## src/rtl/core/pact_pkg.sv

```systemverilog
`timescale 1ns / 1ps
// ----------------------------------------------------------------------------
// Page access count table package
// Shared widths, status codes and the transaction structs passed between the
// input register, the table and the result register.
// ----------------------------------------------------------------------------
package pact_pkg;

  // Default table depth.
  localparam int TABLE_ENTRIES_DEF = 64;

  // Fixed field widths of a transaction.
  localparam int PAGE_W  = 32;
  localparam int COUNT_W = 32;
  localparam int RIDX_W  = 6;
  localparam int SLOT_W  = 6;
  localparam int USED_W  = 7;

  // Operation selected by the mode field.
  typedef enum logic {
    MODE_RECORD = 1'b0,
    MODE_READ   = 1'b1
  } mode_t;

  // Result status codes.
  typedef enum logic [2:0] {
    ST_NEW        = 3'd0,
    ST_HIT        = 3'd1,
    ST_FULL       = 3'd2,
    ST_READ_VALID = 3'd3,
    ST_READ_EMPTY = 3'd4
  } status_t;

  // Registered input transaction.
  typedef struct packed {
    logic              valid;
    mode_t             mode;
    logic [PAGE_W-1:0] page;
    logic [RIDX_W-1:0] ridx;
  } req_t;

  // Result transaction fields.
  typedef struct packed {
    status_t            status;
    logic [SLOT_W-1:0]  slot;
    logic [PAGE_W-1:0]  page;
    logic [COUNT_W-1:0] count;
    logic [USED_W-1:0]  used;
  } res_t;

endpackage

```

## src/rtl/core/pact_in_stage.sv

```systemverilog
`timescale 1ns / 1ps
// ----------------------------------------------------------------------------
// Page access count table input register
// Captures each accepted transaction and marks it valid for one cycle.
// ----------------------------------------------------------------------------
module pact_in_stage
  import pact_pkg::*;
(
  input  logic              clk,
  input  logic              rst,
  input  logic              accept,
  input  logic              mode,
  input  logic [PAGE_W-1:0] access_page,
  input  logic [RIDX_W-1:0] read_index,
  output req_t              req
);

  // The valid flag is control state and is cleared by reset.
  always_ff @(posedge clk) begin
    if (rst) begin
      req.valid <= 1'b0;
    end else begin
      req.valid <= accept;
    end
  end

  // Payload is loaded only when a transaction is accepted.
  always_ff @(posedge clk) begin
    if (accept) begin
      req.mode <= mode_t'(mode);
      req.page <= access_page;
      req.ridx <= read_index;
    end
  end

endmodule

```

## config.mk

```make
export PLATFORM = sky130hd
export DESIGN_NAME = pact_in_stage
export DESIGN_NICKNAME = d
export VERILOG_FILES = /design/src/rtl/core/pact_pkg.sv /design/src/rtl/core/pact_in_stage.sv
export SDC_FILE = /design/constraint.sdc
export NUM_CORES = 1
export LEC_CHECK = 0
export ABC_AREA = 1
export ABC_CLOCK_PERIOD_IN_PS = 800
export CORE_MARGIN = 1
export CORE_UTILIZATION = 50
export DETAILED_ROUTE_END_ITERATION = 12
export DONT_BUFFER_PORTS = 1
export SYNTH_ARGS = -nofsm -noshare
export SYNTH_HDL_FRONTEND = slang
export SYNTH_SLANG_ARGS = --single-unit
```

## constraint.sdc

```tcl
create_clock -name clk -period 0.8 [get_ports clk]
set_input_delay 0.04 -clock clk [delete_from_list [all_inputs] [get_ports clk]]
set_output_delay 0.04 -clock clk [all_outputs]
set_load 0.02 [all_outputs]
```

* Word-level counts from Yosys, hierarchy flattened
Cells that the tools add are included.
** Storage, ports and cells
- Bits in registers :: 40
- Bits of input ports :: 42
- Output and inout port bits :: 40
- Logic and storage cells :: 4

* Depth between registers and ports, before layout
- Word-level depth :: 0
- Mapped depth :: 2
- Gate-level depth less buffers :: 2

* Worst setup path after synthesis
No wires, ideal clock.
- Path kind :: flip-flop to output port
- Start :: register req[0] (netlist name)
- End :: output req[0] (netlist name)
- Arrival :: 0.449 ns
- Data required time :: 0.760 ns
- Slack :: 0.311 ns
- Stages on the path, launching flop included :: 1
- Buffers on the path :: 0
- Cell sequence :: edfxtp_1
** RTL lines
- start, declared :: RTL line pact_in_stage.sv:15 : output req_t req
No word-level cell between the ends.

* Final worst setup path
- Start :: register req[25] (netlist name)
- End :: output req[25] (netlist name)
No word-level cell between the ends.

==> flow_metrics.env <==
export IMPL_yosysWarningCount=0
export IMPL_largest_reg_flops=40
export IMPL_violations="hold timing, setup timing"
export IMPL_postRouteAntennaNets=0
export IMPL_cts_setup_buffers=0
export IMPL_drv_slew=0
export IMPL_setup_ws_ps=-108
export IMPL_mostFrequentLayoutCells="dlygate4sd3_1, edfxtp_1, clkbuf_4"
export IMPL_timing_slew_headroom=0.839
export IMPL_synth_nets=84
export IMPL_hold_path_class="in2reg"
export IMPL_start_util=0.538
export IMPL_syn_area_sq_um=1200
export IMPL_largest_register="req"
export IMPL_hold_viol_final=39
export IMPL_reg_top3="req x40"
export IMPL_cp_arrival_ps=870
export IMPL_port_buffers=0
export IMPL_cts_buffer_depth=2
export IMPL_post_synth_num_cell_types=4
export IMPL_grt_max_degree=41
export IMPL_ys_seq_area_frac=0.992
export IMPL_cts_buffers_inserted=5
export IMPL_ir_worst_vdd_mv=2.05
export IMPL_grt_pass1_vias=600
export IMPL_fillers=119
export IMPL_status="finished with violations"
export IMPL_p_per_area_nw_per_um2=2450
export IMPL_vias=612
export IMPL_cts_tree="done"
export IMPL_routedWlPerCell_microns=19.6
export IMPL_fp_dieH_microns=51.0
export IMPL_worstMarginPinSlew_ps=242
export IMPL_area_delta_synth_final_pct=43.5
export IMPL_viasPerCell=5.14
export IMPL_final_area_sq_um=1720
export IMPL_cap_violations=0
export IMPL_crit_path_max_fanout=1
export IMPL_syn_inst=42
export IMPL_leakagePower_uw=0.000611
export IMPL_fin_nets=132
export IMPL_max_freq_mhz=1100
export IMPL_design_core_area_sq_um=2230
export IMPL_drive_gt1_frac=0.0989
export IMPL_period_minus_slack_ps=908
export IMPL_num_io_pins=82
export IMPL_rows=17
export IMPL_worstSetupEndpointType="output port"
export IMPL_cp_required_ps=760
export IMPL_start_kind="flop"
export IMPL_die_x_microns=51.0
export IMPL_h_tree_depth=2
export IMPL_setup_viol=39
export IMPL_gp_congestion=0.687
export IMPL_drt_iter0_drc=4
export IMPL_dieArea_sq_um=2600
export IMPL_final_common_cell="dlygate4sd3_1"
export IMPL_hold_slack_ps=-208
export IMPL_dr_pass1_iters=4
export IMPL_drcViolationCount=0
export IMPL_power_uw=4220
export IMPL_grt_pass1_wl_microns=3330
export IMPL_cts_hold_buffers=41
export IMPL_overflow=0
export IMPL_wirelength_microns=2330
export IMPL_rsz0062_at_grt="yes"
export IMPL_grt_antenna_before_repair=0
export IMPL_synth_area_per_cell_sq_um=28.6
export IMPL_cts_root_buffer="clkbuf_4"
export IMPL_antenna_cells=0
export IMPL_finalCritPeriodShare=1.13
export IMPL_clock_sinks=40
export IMPL_yosys_register_bits=40
export IMPL_dpl_cell_area_sq_um=1240
export IMPL_grt_usage=0.202
export IMPL_critical_path_class="reg2out"
export IMPL_path_clk_slew_ps=110
-- kinds of logic after synthesis --
| kind of cell | after synthesis | share of synthesized area |
|---|---|---|
| simple gates | 1 | 0.00521 |
| buf+inv | 1 | 0.00312 |
| flops | 40 | 0.992 |
-- timing repair --
item / in CTS / in global routing
hold endpoints to repair: 79 / 39
endpoints found under the setup margin: 40 / 39
gates resized for setup: 1 / 0
pin swaps: 0 / 0
-- area by class of cell --
| type | instances | area (sq um) | share of cell area |
|---|---|---|---|
| clock buffer | 6 | 41.3 | 0.0239 |
| clock inverter | 2 | 35.0 | 0.0203 |
| inverter | 1 | 3.75 | 0.00218 |
| multi-input combinational | 1 | 6.26 | 0.00363 |
| sequential | 40 | 1190 | 0.692 |
| tap | 28 | 35.0 | 0.0203 |
| timing repair buffer | 41 | 410 | 0.238 |
-- path summary, 6_finish.rpt --
path,startpoint,to,cells past startpoint
max,req[25]$_DFFE_PP_,req[25],0
min,accept,req[35]$_DFFE_PP_,0
-- per-layer routing --
layer | track usage | up-vias | routed length (microns)
li1 | - | 261 | -
met3 | 0.0714 | 4 | 235
met2 | 0.331 | 60 | 1240
met5 | 0 | - | 0
met4 | 0.139 | 0 | 29
met1 | 0.218 | 287 | 820
-- stage by stage --
| stage | setup slack, ps | setup TNS, ps | instances | util | hold WS, ps |
|---|---|---|---|---|---|
| 2_1_floorplan | 311 | 0 | 42 | - | 107 |
| 3_3_place_gp | 290 | 0 | 70 | 0.554 | 108 |
| 3_5_place_dp | 280 | 0 | 70 | 0.554 | 110 |
| 4_1_cts | -111 | -3760 | 119 | 0.772 | -216 |
| 5_1_grt | -137 | -4540 | 119 | 0.772 | -230 |
| 6_report | -108 | -3490 | 119 | 0.772 | -208 |
-- synth_stat cells (all sizes together) --
cell | instances | share of area
nor2 | 1 | 0.0052
inv | 1 | 0.0031
dfxtp | 1 | 0.017
edfxtp | 39 | 0.97
-- where the power goes --
part / internal (uW) / leakage [uW] / switching, uW / total, uW
clock network: 655 / 0.0000422 / 626 / 1280
logic: 134 / 0.000178 / 33.0 / 167
registers: 2490 / 0.000390 / 274 / 2770
(Power assumes the default switching activity.)
