File: src/rtl/core/pact_pkg.sv
`timescale 1ns / 1ps
// ----------------------------------------------------------------------------
// Page access count table package
// Shared widths, status codes and the transaction structs passed between the
// input register, the table and the result register.
// ----------------------------------------------------------------------------
package pact_pkg;

  // Default table depth.
  localparam int TABLE_ENTRIES_DEF = 64;

  // Fixed field widths of a transaction.
  localparam int PAGE_W  = 32;
  localparam int COUNT_W = 32;
  localparam int RIDX_W  = 6;
  localparam int SLOT_W  = 6;
  localparam int USED_W  = 7;

  // Operation selected by the mode field.
  typedef enum logic {
    MODE_RECORD = 1'b0,
    MODE_READ   = 1'b1
  } mode_t;

  // Result status codes.
  typedef enum logic [2:0] {
    ST_NEW        = 3'd0,
    ST_HIT        = 3'd1,
    ST_FULL       = 3'd2,
    ST_READ_VALID = 3'd3,
    ST_READ_EMPTY = 3'd4
  } status_t;

  // Registered input transaction.
  typedef struct packed {
    logic              valid;
    mode_t             mode;
    logic [PAGE_W-1:0] page;
    logic [RIDX_W-1:0] ridx;
  } req_t;

  // Result transaction fields.
  typedef struct packed {
    status_t            status;
    logic [SLOT_W-1:0]  slot;
    logic [PAGE_W-1:0]  page;
    logic [COUNT_W-1:0] count;
    logic [USED_W-1:0]  used;
  } res_t;

endpackage

File: src/rtl/core/pact_out_stage.sv
`timescale 1ns / 1ps
// ----------------------------------------------------------------------------
// Page access count table result register
// Registers the result fields and raises the strobe for one cycle.
// ----------------------------------------------------------------------------
module pact_out_stage
  import pact_pkg::*;
(
  input  logic clk,
  input  logic rst,
  input  logic res_valid,
  input  res_t res_in,
  output logic done,
  output res_t res_out
);

  // Strobe is control state and is cleared by reset.
  always_ff @(posedge clk) begin
    if (rst) begin
      done <= 1'b0;
    end else begin
      done <= res_valid;
    end
  end

  // Result payload is loaded with each finished transaction.
  always_ff @(posedge clk) begin
    if (res_valid) begin
      res_out <= res_in;
    end
  end

endmodule

File: config.mk
export PLATFORM = sky130hd
export DESIGN_NAME = pact_out_stage
export DESIGN_NICKNAME = d
export VERILOG_FILES = /design/src/rtl/core/pact_pkg.sv /design/src/rtl/core/pact_out_stage.sv
export SDC_FILE = /design/constraint.sdc
export NUM_CORES = 1
export LEC_CHECK = 0
export BUFFER_PORTS_ARGS = -buffer_cell sky130_fd_sc_hd__buf_2
export CORE_ASPECT_RATIO = 0.7
export CORE_MARGIN = 8
export CORE_UTILIZATION = 35
export DETAILED_ROUTE_END_ITERATION = 8
export PLACE_DENSITY = 0.8
export SLEW_MARGIN = 30
export SYNTH_ARGS = -nofsm -noshare
export SYNTH_HDL_FRONTEND = slang
export SYNTH_SLANG_ARGS = --single-unit
File: constraint.sdc
create_clock -name clk -period 0.8 [get_ports clk]
set_input_delay 0.04 -clock clk [delete_from_list [all_inputs] [get_ports clk]]
set_output_delay 0.04 -clock clk [all_outputs]
set_load 0.05 [all_outputs]
# Word level (Yosys, flattened, before mapping)
# Index checks and enable logic that the tools add are counted.
# totals
register_bits,81
latch_bits,0
ramBits,0
rom_bits,0
n_memories,0
# classes
add_sub_neg,0
multipliers,0
div,0
n_lt_le_gt_ge,0
eq_ne,0
n_shift,0
n_mux,0
n_bitwise,0
n_reduce_logical,0

# Longest topological paths before layout
# Gate-level depths: netlist (run 1).
# depth
depth_word,0
ltp_mapped,1
depth_no_buf,1

# Worst setup path before layout (run 1)
# Ideal clock, no wire load.
# synth_timing
path_type,register to output
startpoint,register res_out[0] in the netlist's numbering
endpoint,output port res_out[0] in the netlist's numbering
arrival_time_ns,0.601
setup_slack_ns,0.159
stages_incl_launch_ff,1
path_buffers,0
path_cell_list,edfxtp_1
# synth_lines
item,line,text
from (decl),pact_out_stage.sv:14,output res_t res_out
from (signal assigned),pact_out_stage.sv:29,res_out <= res_in;
# No word-level cell between the ends.

# Worst setup path in the final report (run 1)
# layout_timing
startpoint,register res_out[17] in the netlist's numbering
endpoint,output port res_out[17] in the netlist's numbering
# No word-level cell between the ends.

==> run_results.csv, run 1 <==
group,metric,value,unit
synthesis,synthCells,82,
timing,finalMaxSlewViolations,0,
timing,hold_viol,0,
synthesis,synth_top_area_share,98.6,%
power_and_ir_drop,pwr-share-comb,24.5,%
outcome,violations,"negative setup slack",
synthesis,async_flop_share,0,%
worst_setup_path,critical_path_peak_fanout,1,
synthesis,synth_edf_count,80,
synthesis,syn-num-nets,165,
power_and_ir_drop,power_switching_share,31.0,%
worst_setup_path,path_cells,"buf_6",
drt,dr.pass1.iters,4,
power_and_ir_drop,power_density,2120,nW/um^2
floorplanning,die-area,9930,um^2
synthesis,ys.flop_type,"edfxtp_1",
place,gp_congestion,0.751,
synthesis,synth_top_cells_by_count,"80 x edfxtp_1, 1 x dfxtp_1, 1 x nor2b_4",
synthesis,syn_area_per_cell,29.7,um^2
clock_network,path_clk_slew,0.09,ns
drt,first_iter_violations,62,
floorplanning,rows,25,
synthesis,synth_top_area_cell,"edfxtp_1",
finish,syn2layout_area_growth,102,%
min_path,min_delay_path_depth,2,
clock_network,post-cts-setup-buffer-count,0,
worst_setup_path,cp_data_required_time,0.76,ns
power_and_ir_drop,internal-power,7.21,mW
grt,grt_pass1_wl,13000,um
clock_network,clock-root-buffer,"clkbuf_8",
floorplanning,start_util,36.1,%
worst_setup_path,crit_path_end_kind,"primary output",
timing,clock.fmax,1.00,GHz
synthesis,yosysWarnings,0,
clock_network,cts_buffer_depth,2,
timing,fin_crit_sh,125,%
worst_setup_path,crit_buf_inv,1,
synthesis,synthTopCellsByArea,"edfxtp_1 99%, dfxtp_1 0.82%, nor2b_4 0.56%",
timing,grt_setup_unrepaired,"true",
grt,grt_max_degree,37,
place,port_buffers,163,
grt,grt.overflow.total,0,
synthesis,yosysSeqAreaShare,99.4,%
clock_network,cts.htree.levels,3,
synthesis,ys_types,3,
finish,drive_gt1_share,53.2,%
worst_setup_path,cp-startpoint,"res_out[17]$_DFFE_PP_",
synthesis,synth_most_common_cell,"edfxtp_1",
timing,tightest_slew,0.183,ns
timing,period_minus_slack,1.00,ns
timing,relSlewSlack,87.8,%
power_and_ir_drop,sequentialPowerShare,49.9,%
drt,drtAntennaViolNets,0,
drt,drc,0,
clock_network,cts_buffers,9,
floorplanning,fp.dieH,85.8,um
drt,routed_wirelength,8930,um
timing,fin_hold_ws,0.137,ns
finish,antenna_cells,0,
timing,setup_viol,81,
synthesis,synth_area,2440,um^2
power_and_ir_drop,peakVddDrop,1.09,mV
clock_network,cts_tree,"built",
worst_setup_path,critical_path_class,"flip-flop to primary output",
power_and_ir_drop,netSwitchingPower,3.24,mW
outcome,status,"complete, but fails checks",
min_path,holdPathEnd,"res_out[37]$_DFFE_PP_",
grt,antenna_found_initial,0,
power_and_ir_drop,clockPowerShare,25.6,%
finish,design_area,4930,um^2
finish,final_nets,424,
timing,fin_ws,-0.200,ns
floorplanning,num_io_pins,164,
worst_setup_path,worst_path_max_delay_cell,"edfxtp_1",
power_and_ir_drop,leakagePower,2.06,nW
grt,track_usage,17.9,%
drt,vias_per_cell,4.31,
drt,wl_per_cell,20.3,um
worst_setup_path,path_delay_family,"flip-flops",
grt,grt_pass1_vias,2130,
timing,fin_setup_tns,-11.79,ns
min_path,hp-start,"res_valid",
floorplanning,die_w,116,um
clock_network,cts.sinks,81,
power_and_ir_drop,totalPowerFinal,10.4,mW
min_path,hold_path_class,"primary input to flip-flop",
worst_setup_path,cpPeakStageDelay,0.44,ns
synthesis,ys_ff_latch,81,
flow_run,max_cap_violations,0,
floorplanning,core,6760,um^2
drt,route.vias.total,1896,
worst_setup_path,arrival,0.96,ns
worst_setup_path,startpoint_type,"flip-flop",
place,placed_area,3430,um^2
[registers in the layout, indices dropped and copies added (netlist names)]
register	count
res_out	80
done	1
[power by group through the flow]
stage	combinational (mW)	sequential [mW]	clock, mW
finish	2.56	5.21	2.68
global route	2.64	5.24	2.88
CTS	2.54	5.19	2.72
detailed placement	1.84	5.20	0
global placement	1.82	5.18	0
floorplan	0.00442	6.39	0
[metal layers]
metal,GRT usage (%),vias up,routed length [um]
met5,0,-,0
met4,4.57,0,79
li1,-,849,-
met2,33.3,111,4740
met3,6.80,8,823
met1,18.4,928,3290
[layout by cell type (no fill, tap or decap), drive strengths merged]
| cell | synthesis | final |
|---|---|---|
| inv | 0 | 2 |
| clkbuf | 0 | 9 |
| clkinv | 0 | 2 |
| clkinvlp | 0 | 3 |
| edfxtp | 80 | 80 |
| buf | 0 | 167 |
| nor2b | 1 | 1 |
| dlygate4sd3 | 0 | 81 |
| dfxtp | 1 | 1 |
[layout make-up]
type	count	area [um^2]
well taps	94	118
clock buffers	9	124
flip-flops and latches	81	2420
repair buffers	248	2190
clock inverters	7	52.6
fillers	407	1830
multi-input cells	1	13.8
[worst max path at each step]
stage,endpoint,slack [ns],depth (start not counted)
2_1_floorplan,res_out[0],0.16,0
3_3_place_gp,res_out[53]$_DFFE_PP_,0.09,2
3_5_place_dp,res_out[32]$_DFFE_PP_,0.09,2
4_1_cts,res_out[14],-0.20,1
5_1_grt,res_out[40],-0.23,1
6_report,res_out[17],-0.20,1
[kinds of logic after synthesis]
| kind of cell | count (synthesis) | share of synthesized area, % |
|---|---|---|
| and+or+nand+nor | 1 | 0.565 |
| DFF | 81 | 99.4 |
[stage by stage]
step | utilization [%] | setup slack (ns) | instances
2_1_floorplan | - | 0.159 | 82
3_3_place_gp | 50.7 | 0.0887 | 343
3_5_place_dp | 50.7 | 0.0873 | 343
4_1_cts | 72.9 | -0.197 | 440
5_1_grt | 72.9 | -0.233 | 440
6_report | 72.9 | -0.200 | 440
[timing repair]
action,in CTS,in global routing
endpoints found under the setup margin,81,81
gates cloned,0,0
resized for setup,164,0
hold buffers,81,0
endpoints found under the hold margin,81,0
Power figures use the tool's default switching activity.
==> run 2, diff against run 1 <==
Clock period 0.8 ns to 0.95 ns, I/O delays scaled along.
==> run 2 against run 1 <==
Against the previous run:
- the run still ends with negative setup slack left
- clock power down 16%
- flip-flop and latch count is the same
- via count rose by 0.42%
- first-iteration DRC count is 23% higher
- wire length up 2.2%
- global-route usage rose by 0.19 points
- critical path depth unchanged
- final area down 0.15%
- sequential power fell by 16%
- count of clock-buffer cells in the layout unchanged
- largest cell class unchanged
==> run_results.csv, run 2 (synthesized netlist as in run 1, its figures left out) <==
group,metric,value,unit
finish,multi_input_area,13.8,um^2
finish,final_cell_mix,"81 x dlygate4sd3_1, 81 x buf_2, 80 x buf_6, 80 x edfxtp_1, 9 x clkbuf_8",
grt,track_usage,18.1,%
place,dp_slack,0.199,ns
grt,grt_max_degree,45,
worst_setup_path,cp_data_required_time,0.90,ns
timing,finalMaxSlewViolations,0,
worst_setup_path,path_delay_family,"flip-flops",
worst_setup_path,path_cells,"buf_6",
clock_network,post-cts-setup-buffer-count,0,
grt,grt_pass1_wl,12900,um
drt,first_iter_violations,76,
floorplanning,fp.dieH,85.8,um
clock_network,cts.sinks,81,
floorplanning,rows,25,
grt,grt.overflow.total,0,
place,gp_congestion,0.780,
worst_setup_path,cpPeakStageDelay,0.43,ns
clock_network,clock-root-buffer,"clkbuf_8",
outcome,violations,"negative setup slack",
finish,fillerInstances,411,
floorplanning,num_io_pins,164,
grt,grt_pass1_vias,2180,
timing,tightest_slew,0.230,ns
floorplanning,core,6760,um^2
finish,drive_gt1_share,52.8,%
drt,drtAntennaViolNets,0,
power_and_ir_drop,totalPowerFinal,8.79,mW
worst_setup_path,critical_path_peak_fanout,1,
drt,wl_per_cell,20.7,um
floorplanning,start_util,36.1,%
grt,antenna_found_initial,3,
outcome,status,"complete, but fails checks",
power_and_ir_drop,leakagePower,2.06,nW
clock_network,cts_tree,"built",
finish,final_cells,442,
worst_setup_path,arrival,0.96,ns
clock_network,cts_buffers,9,
place,placed_area,3420,um^2
power_and_ir_drop,peakVddDrop,0.771,mV
clock_network,cts_buffer_depth,2,
worst_setup_path,startpoint_type,"flip-flop",
finish,largest_reg_flops,80,
finish,syn2layout_area_growth,102,%
worst_setup_path,worst_path_max_delay_cell,"edfxtp_1",
flow_run,max_cap_violations,0,
timing,relSlewSlack,84.7,%
timing,clock.fmax,0.994,GHz
place,dp.cells,342,
place,dpl.hpwl,5250,um
finish,design_area,4920,um^2
drt,dr.pass1.iters,4,
timing,setup_viol,45,
timing,grt_setup_unrepaired,"true",
drt,vias_per_cell,4.31,
power_and_ir_drop,power_density,1790,nW/um^2
finish,final_nets,423,
drt,routed_wirelength,9130,um
timing,fin_crit_sh,106,%
drt,route.vias.total,1904,
finish,seq_area,2420,um^2
floorplanning,die_w,116,um
timing,period_minus_slack,1.01,ns
timing,hold_viol,0,
timing,fin_ws,-0.0559,ns
worst_setup_path,crit_path_end_kind,"primary output",
finish,reg_top3,"res_out: 80 flops, done: 1 flops",
place,port_buffers,163,
clock_network,cts.htree.levels,3,
clock_network,path_clk_slew,0.09,ns
min_path,hold_path_class,"primary input to flip-flop",
floorplanning,die-area,9930,um^2
worst_setup_path,critical_path_class,"flip-flop to primary output",
worst_setup_path,crit_buf_inv,1,
drt,drc,0,
timing,fin_setup_tns,-0.865,ns
finish,largest_register,"res_out",
-- run 2: changes by cell type in the layout (fill, tap and decap cells not counted) --
cell,delta
clkinv_4,+1
buf_8,-1
dfxtp_2,-1
dfxtp_1,+1
diode_2,+3
clkinvlp_4,-1
-- run 2: power by group --
part	internal [mW]	switching, mW
Combinational	0.858	1.30
Clock	0.967	1.28
Sequential	4.24	0.149
Total	6.07	2.72
-- run 2: cell type report --
cell class / count / area share (%)
clock inverter: 7 / 1.09
antenna: 3 / 0.153
tap: 94 / 2.39
sequential: 81 / 49.2
timing repair buffer: 247 / 44.3
clock buffer: 9 / 2.52
multi-input combinational: 1 / 0.280
-- run 2: per-layer routing --
metal,GRT usage (%),vias to the layer above,wire [um]
met5,0,-,0
met4,7.50,0,235
met3,8.06,19,971
met2,32.6,120,4700
met1,17.6,914,3220
li1,-,851,-
-- run 2: metrics by stage --
step	hold WS, ns	util (%)
floorplan	0.112	-
global placement	0.224	50.6
detailed placement	0.226	50.6
CTS	0.104	72.7
global route	0.117	72.8
finish	0.130	72.8
-- run 2: what timing repair did --
item,CTS,global route
hold endpoints to repair,81,0
cloned,0,0
gates resized for setup,161,0
hold buffers,81,0
setup endpoints to repair,81,80
-- run 2: path summary, 6_finish.rpt --
kind                     to                   from  depth (start not counted)  slack (ns)
max             res_out[14]  res_out[14]$_DFFE_PP_                          1       -0.06
min   res_out[37]$_DFFE_PP_              res_valid                          2        0.13
==> run 3, diff against run 2 <==
Settings changed: PLACE_DENSITY 0.8 to 0.69, RECOVER_POWER set to 25.
==> run 3 against run 2 <==
Against the previous run:
- the run still ends with negative setup slack left
- maximum frequency rose by 2.3%
- cell count down 1.4%
- global-route usage down 1.2 points
- combinational power is 2% lower
- flip-flop and latch count stayed put
- wire length down 9.6%
- total power up 0.17%
- first-iteration DRC count down 39%
- final area fell by 0.89%
- sequential power hardly changed
- critical endpoint is now res_out[49]
- largest cell class unchanged
- largest power group unchanged
==> run_results.csv, run 3 (synthesized netlist as in run 1, its figures left out) <==
group,metric,value,unit
place,dp_slack,0.203,ns
worst_setup_path,path_cells,"buf_6",
timing,tightest_slew,0.586,ns
drt,dr.pass1.iters,4,
timing,hold_viol,0,
finish,fillerInstances,432,
floorplanning,rows,25,
min_path,holdPathEnd,"res_out[75]$_DFFE_PP_",
clock_network,cts_buffer_depth,2,
drt,first_iter_violations,46,
flow_run,max_cap_violations,0,
timing,relSlewSlack,60.9,%
finish,largest_reg_flops,80,
worst_setup_path,cpPeakStageDelay,0.42,ns
min_path,hp-start,"res_in[75]",
worst_setup_path,worst_path_max_delay_cell,"edfxtp_1",
timing,fin_crit_sh,104,%
timing,setup_viol,29,
worst_setup_path,path_delay_family,"flip-flops",
finish,syn2layout_area_growth,100,%
timing,fin_hold_ws,0.418,ns
finish,final_cells,436,
worst_setup_path,crit_path_end_kind,"primary output",
worst_setup_path,crit_buf_inv,1,
finish,reg_top3,"res_out: 80 flops, done: 1 flops",
finish,antenna_cells,0,
min_path,hold_path_class,"primary input to flip-flop",
finish,final_cell_mix,"81 x dlygate4sd3_1, 81 x buf_2, 81 x buf_6",
drt,vias_per_cell,4.20,
finish,final_nets,422,
outcome,status,"complete, but fails checks",
clock_network,clock-root-buffer,"clkbuf_8",
place,dpl.hpwl,4970,um
drt,drtAntennaViolNets,0,
clock_network,cts_tree,"built",
timing,period_minus_slack,0.984,ns
floorplanning,fp.dieH,85.8,um
place,gp_congestion,0.817,
worst_setup_path,startpoint_type,"flip-flop",
timing,grt_setup_unrepaired,"true",
clock_network,cts.htree.levels,3,
place,port_buffers,163,
grt,grt_max_degree,45,
timing,fin_ws,-0.0338,ns
grt,track_usage,16.9,%
grt,grt.overflow.total,0,
min_path,min_delay_path_depth,2,
finish,multi_input_area,13.8,um^2
grt,grt_pass1_wl,12200,um
finish,drive_gt1_share,51.8,%
timing,clock.fmax,1.02,GHz
drt,routed_wirelength,8250,um
worst_setup_path,arrival,0.94,ns
clock_network,path_clk_slew,0.08,ns
power_and_ir_drop,peakVddDrop,1.09,mV
power_and_ir_drop,totalPowerFinal,8.81,mW
floorplanning,die_w,116,um
grt,grt_pass1_vias,2189,
clock_network,cts_buffers,9,
finish,seq_area,2420,um^2
outcome,violations,"negative setup slack",
clock_network,post-cts-setup-buffer-count,0,
timing,finalMaxSlewViolations,0,
drt,drc,0,
power_and_ir_drop,power_density,1810,nW/um^2
drt,wl_per_cell,18.9,um
floorplanning,start_util,36.1,%
grt,antenna_found_initial,0,
worst_setup_path,cp_data_required_time,0.90,ns
finish,largest_register,"res_out",
place,dp.cells,341,
floorplanning,num_io_pins,164,
power_and_ir_drop,leakagePower,2.04,nW
worst_setup_path,critical_path_peak_fanout,1,
clock_network,cts.sinks,81,
floorplanning,core,6760,um^2
worst_setup_path,critical_path_class,"flip-flop to primary output",
floorplanning,die-area,9930,um^2
drt,route.vias.total,1831,
==> run 3: cell types whose count changed in the layout (fill, tap and decap cells not counted) <==
cell        before  now
clkbuf_4         0    2
bufinv_16        0    1
clkinv_2         0    1
buf_4            3    0
clkinvlp_4       2    1
diode_2          3    0
clkinv_4         2    0
buf_12           2    0
inv_6            2    0
buf_6           80   81
clkbuf_1         0    2
==> run 3: timing repair <==
action | CTS | global route
setup endpoints to repair | 81 | 81
gates resized for setup | 161 | 1
hold endpoints to repair | 81 | 0
hold buffers | 81 | 0
==> run 3: routing by layer <==
metal | wire length [um] | global-route usage [%] | vias to the layer above
met1 | 3110 | 17.2 | 861
met5 | 0 | 0 | -
met4 | 45 | 5.63 | 0
met2 | 3960 | 27.9 | 121
met3 | 1140 | 10.7 | 4
li1 | - | - | 845
==> run 3: final cells by class <==
type | count | area share [%]
clock buffer | 10 | 2.62
timing repair buffer | 246 | 44.0
tap | 94 | 2.41
multi-input combinational | 1 | 0.282
sequential | 81 | 49.7
clock inverter | 4 | 0.950
==> run 3: metrics by stage <==
stage | setup TNS (ns) | area, um^2 | utilization, %
global route | -3.58 | 4870 | 72.1
CTS | -1.00 | 4900 | 72.5
detailed placement | 0 | 3410 | 50.5
floorplan | 0 | 2440 | -
global placement | 0 | 3410 | 50.5
finish | -0.280 | 4870 | 72.1
==> run 3: how the worst max path moves through the flow <==
| stage | slack, ns | depth (start not counted) | start | to |
|---|---|---|---|---|
| after floorplan | 0.30 | 0 | res_out[0]$_DFFE_PP_ | res_out[0] |
| after global placement | 0.22 | 2 | res_valid | res_out[71]$_DFFE_PP_ |
| after detailed placement | 0.20 | 2 | res_valid | res_out[37]$_DFFE_PP_ |
| after CTS | -0.05 | 1 | res_out[26]$_DFFE_PP_ | res_out[26] |
| after global routing | -0.09 | 1 | res_out[49]$_DFFE_PP_ | res_out[49] |
| final | -0.03 | 1 | res_out[49]$_DFFE_PP_ | res_out[49] |
==> run 3: power breakdown <==
| group | total (mW) | internal, mW | switching, mW |
|---|---|---|---|
| sequential | 4.39 | 4.25 | 0.139 |
| combinational | 2.12 | 0.842 | 1.28 |
| clock | 2.31 | 1.17 | 1.13 |
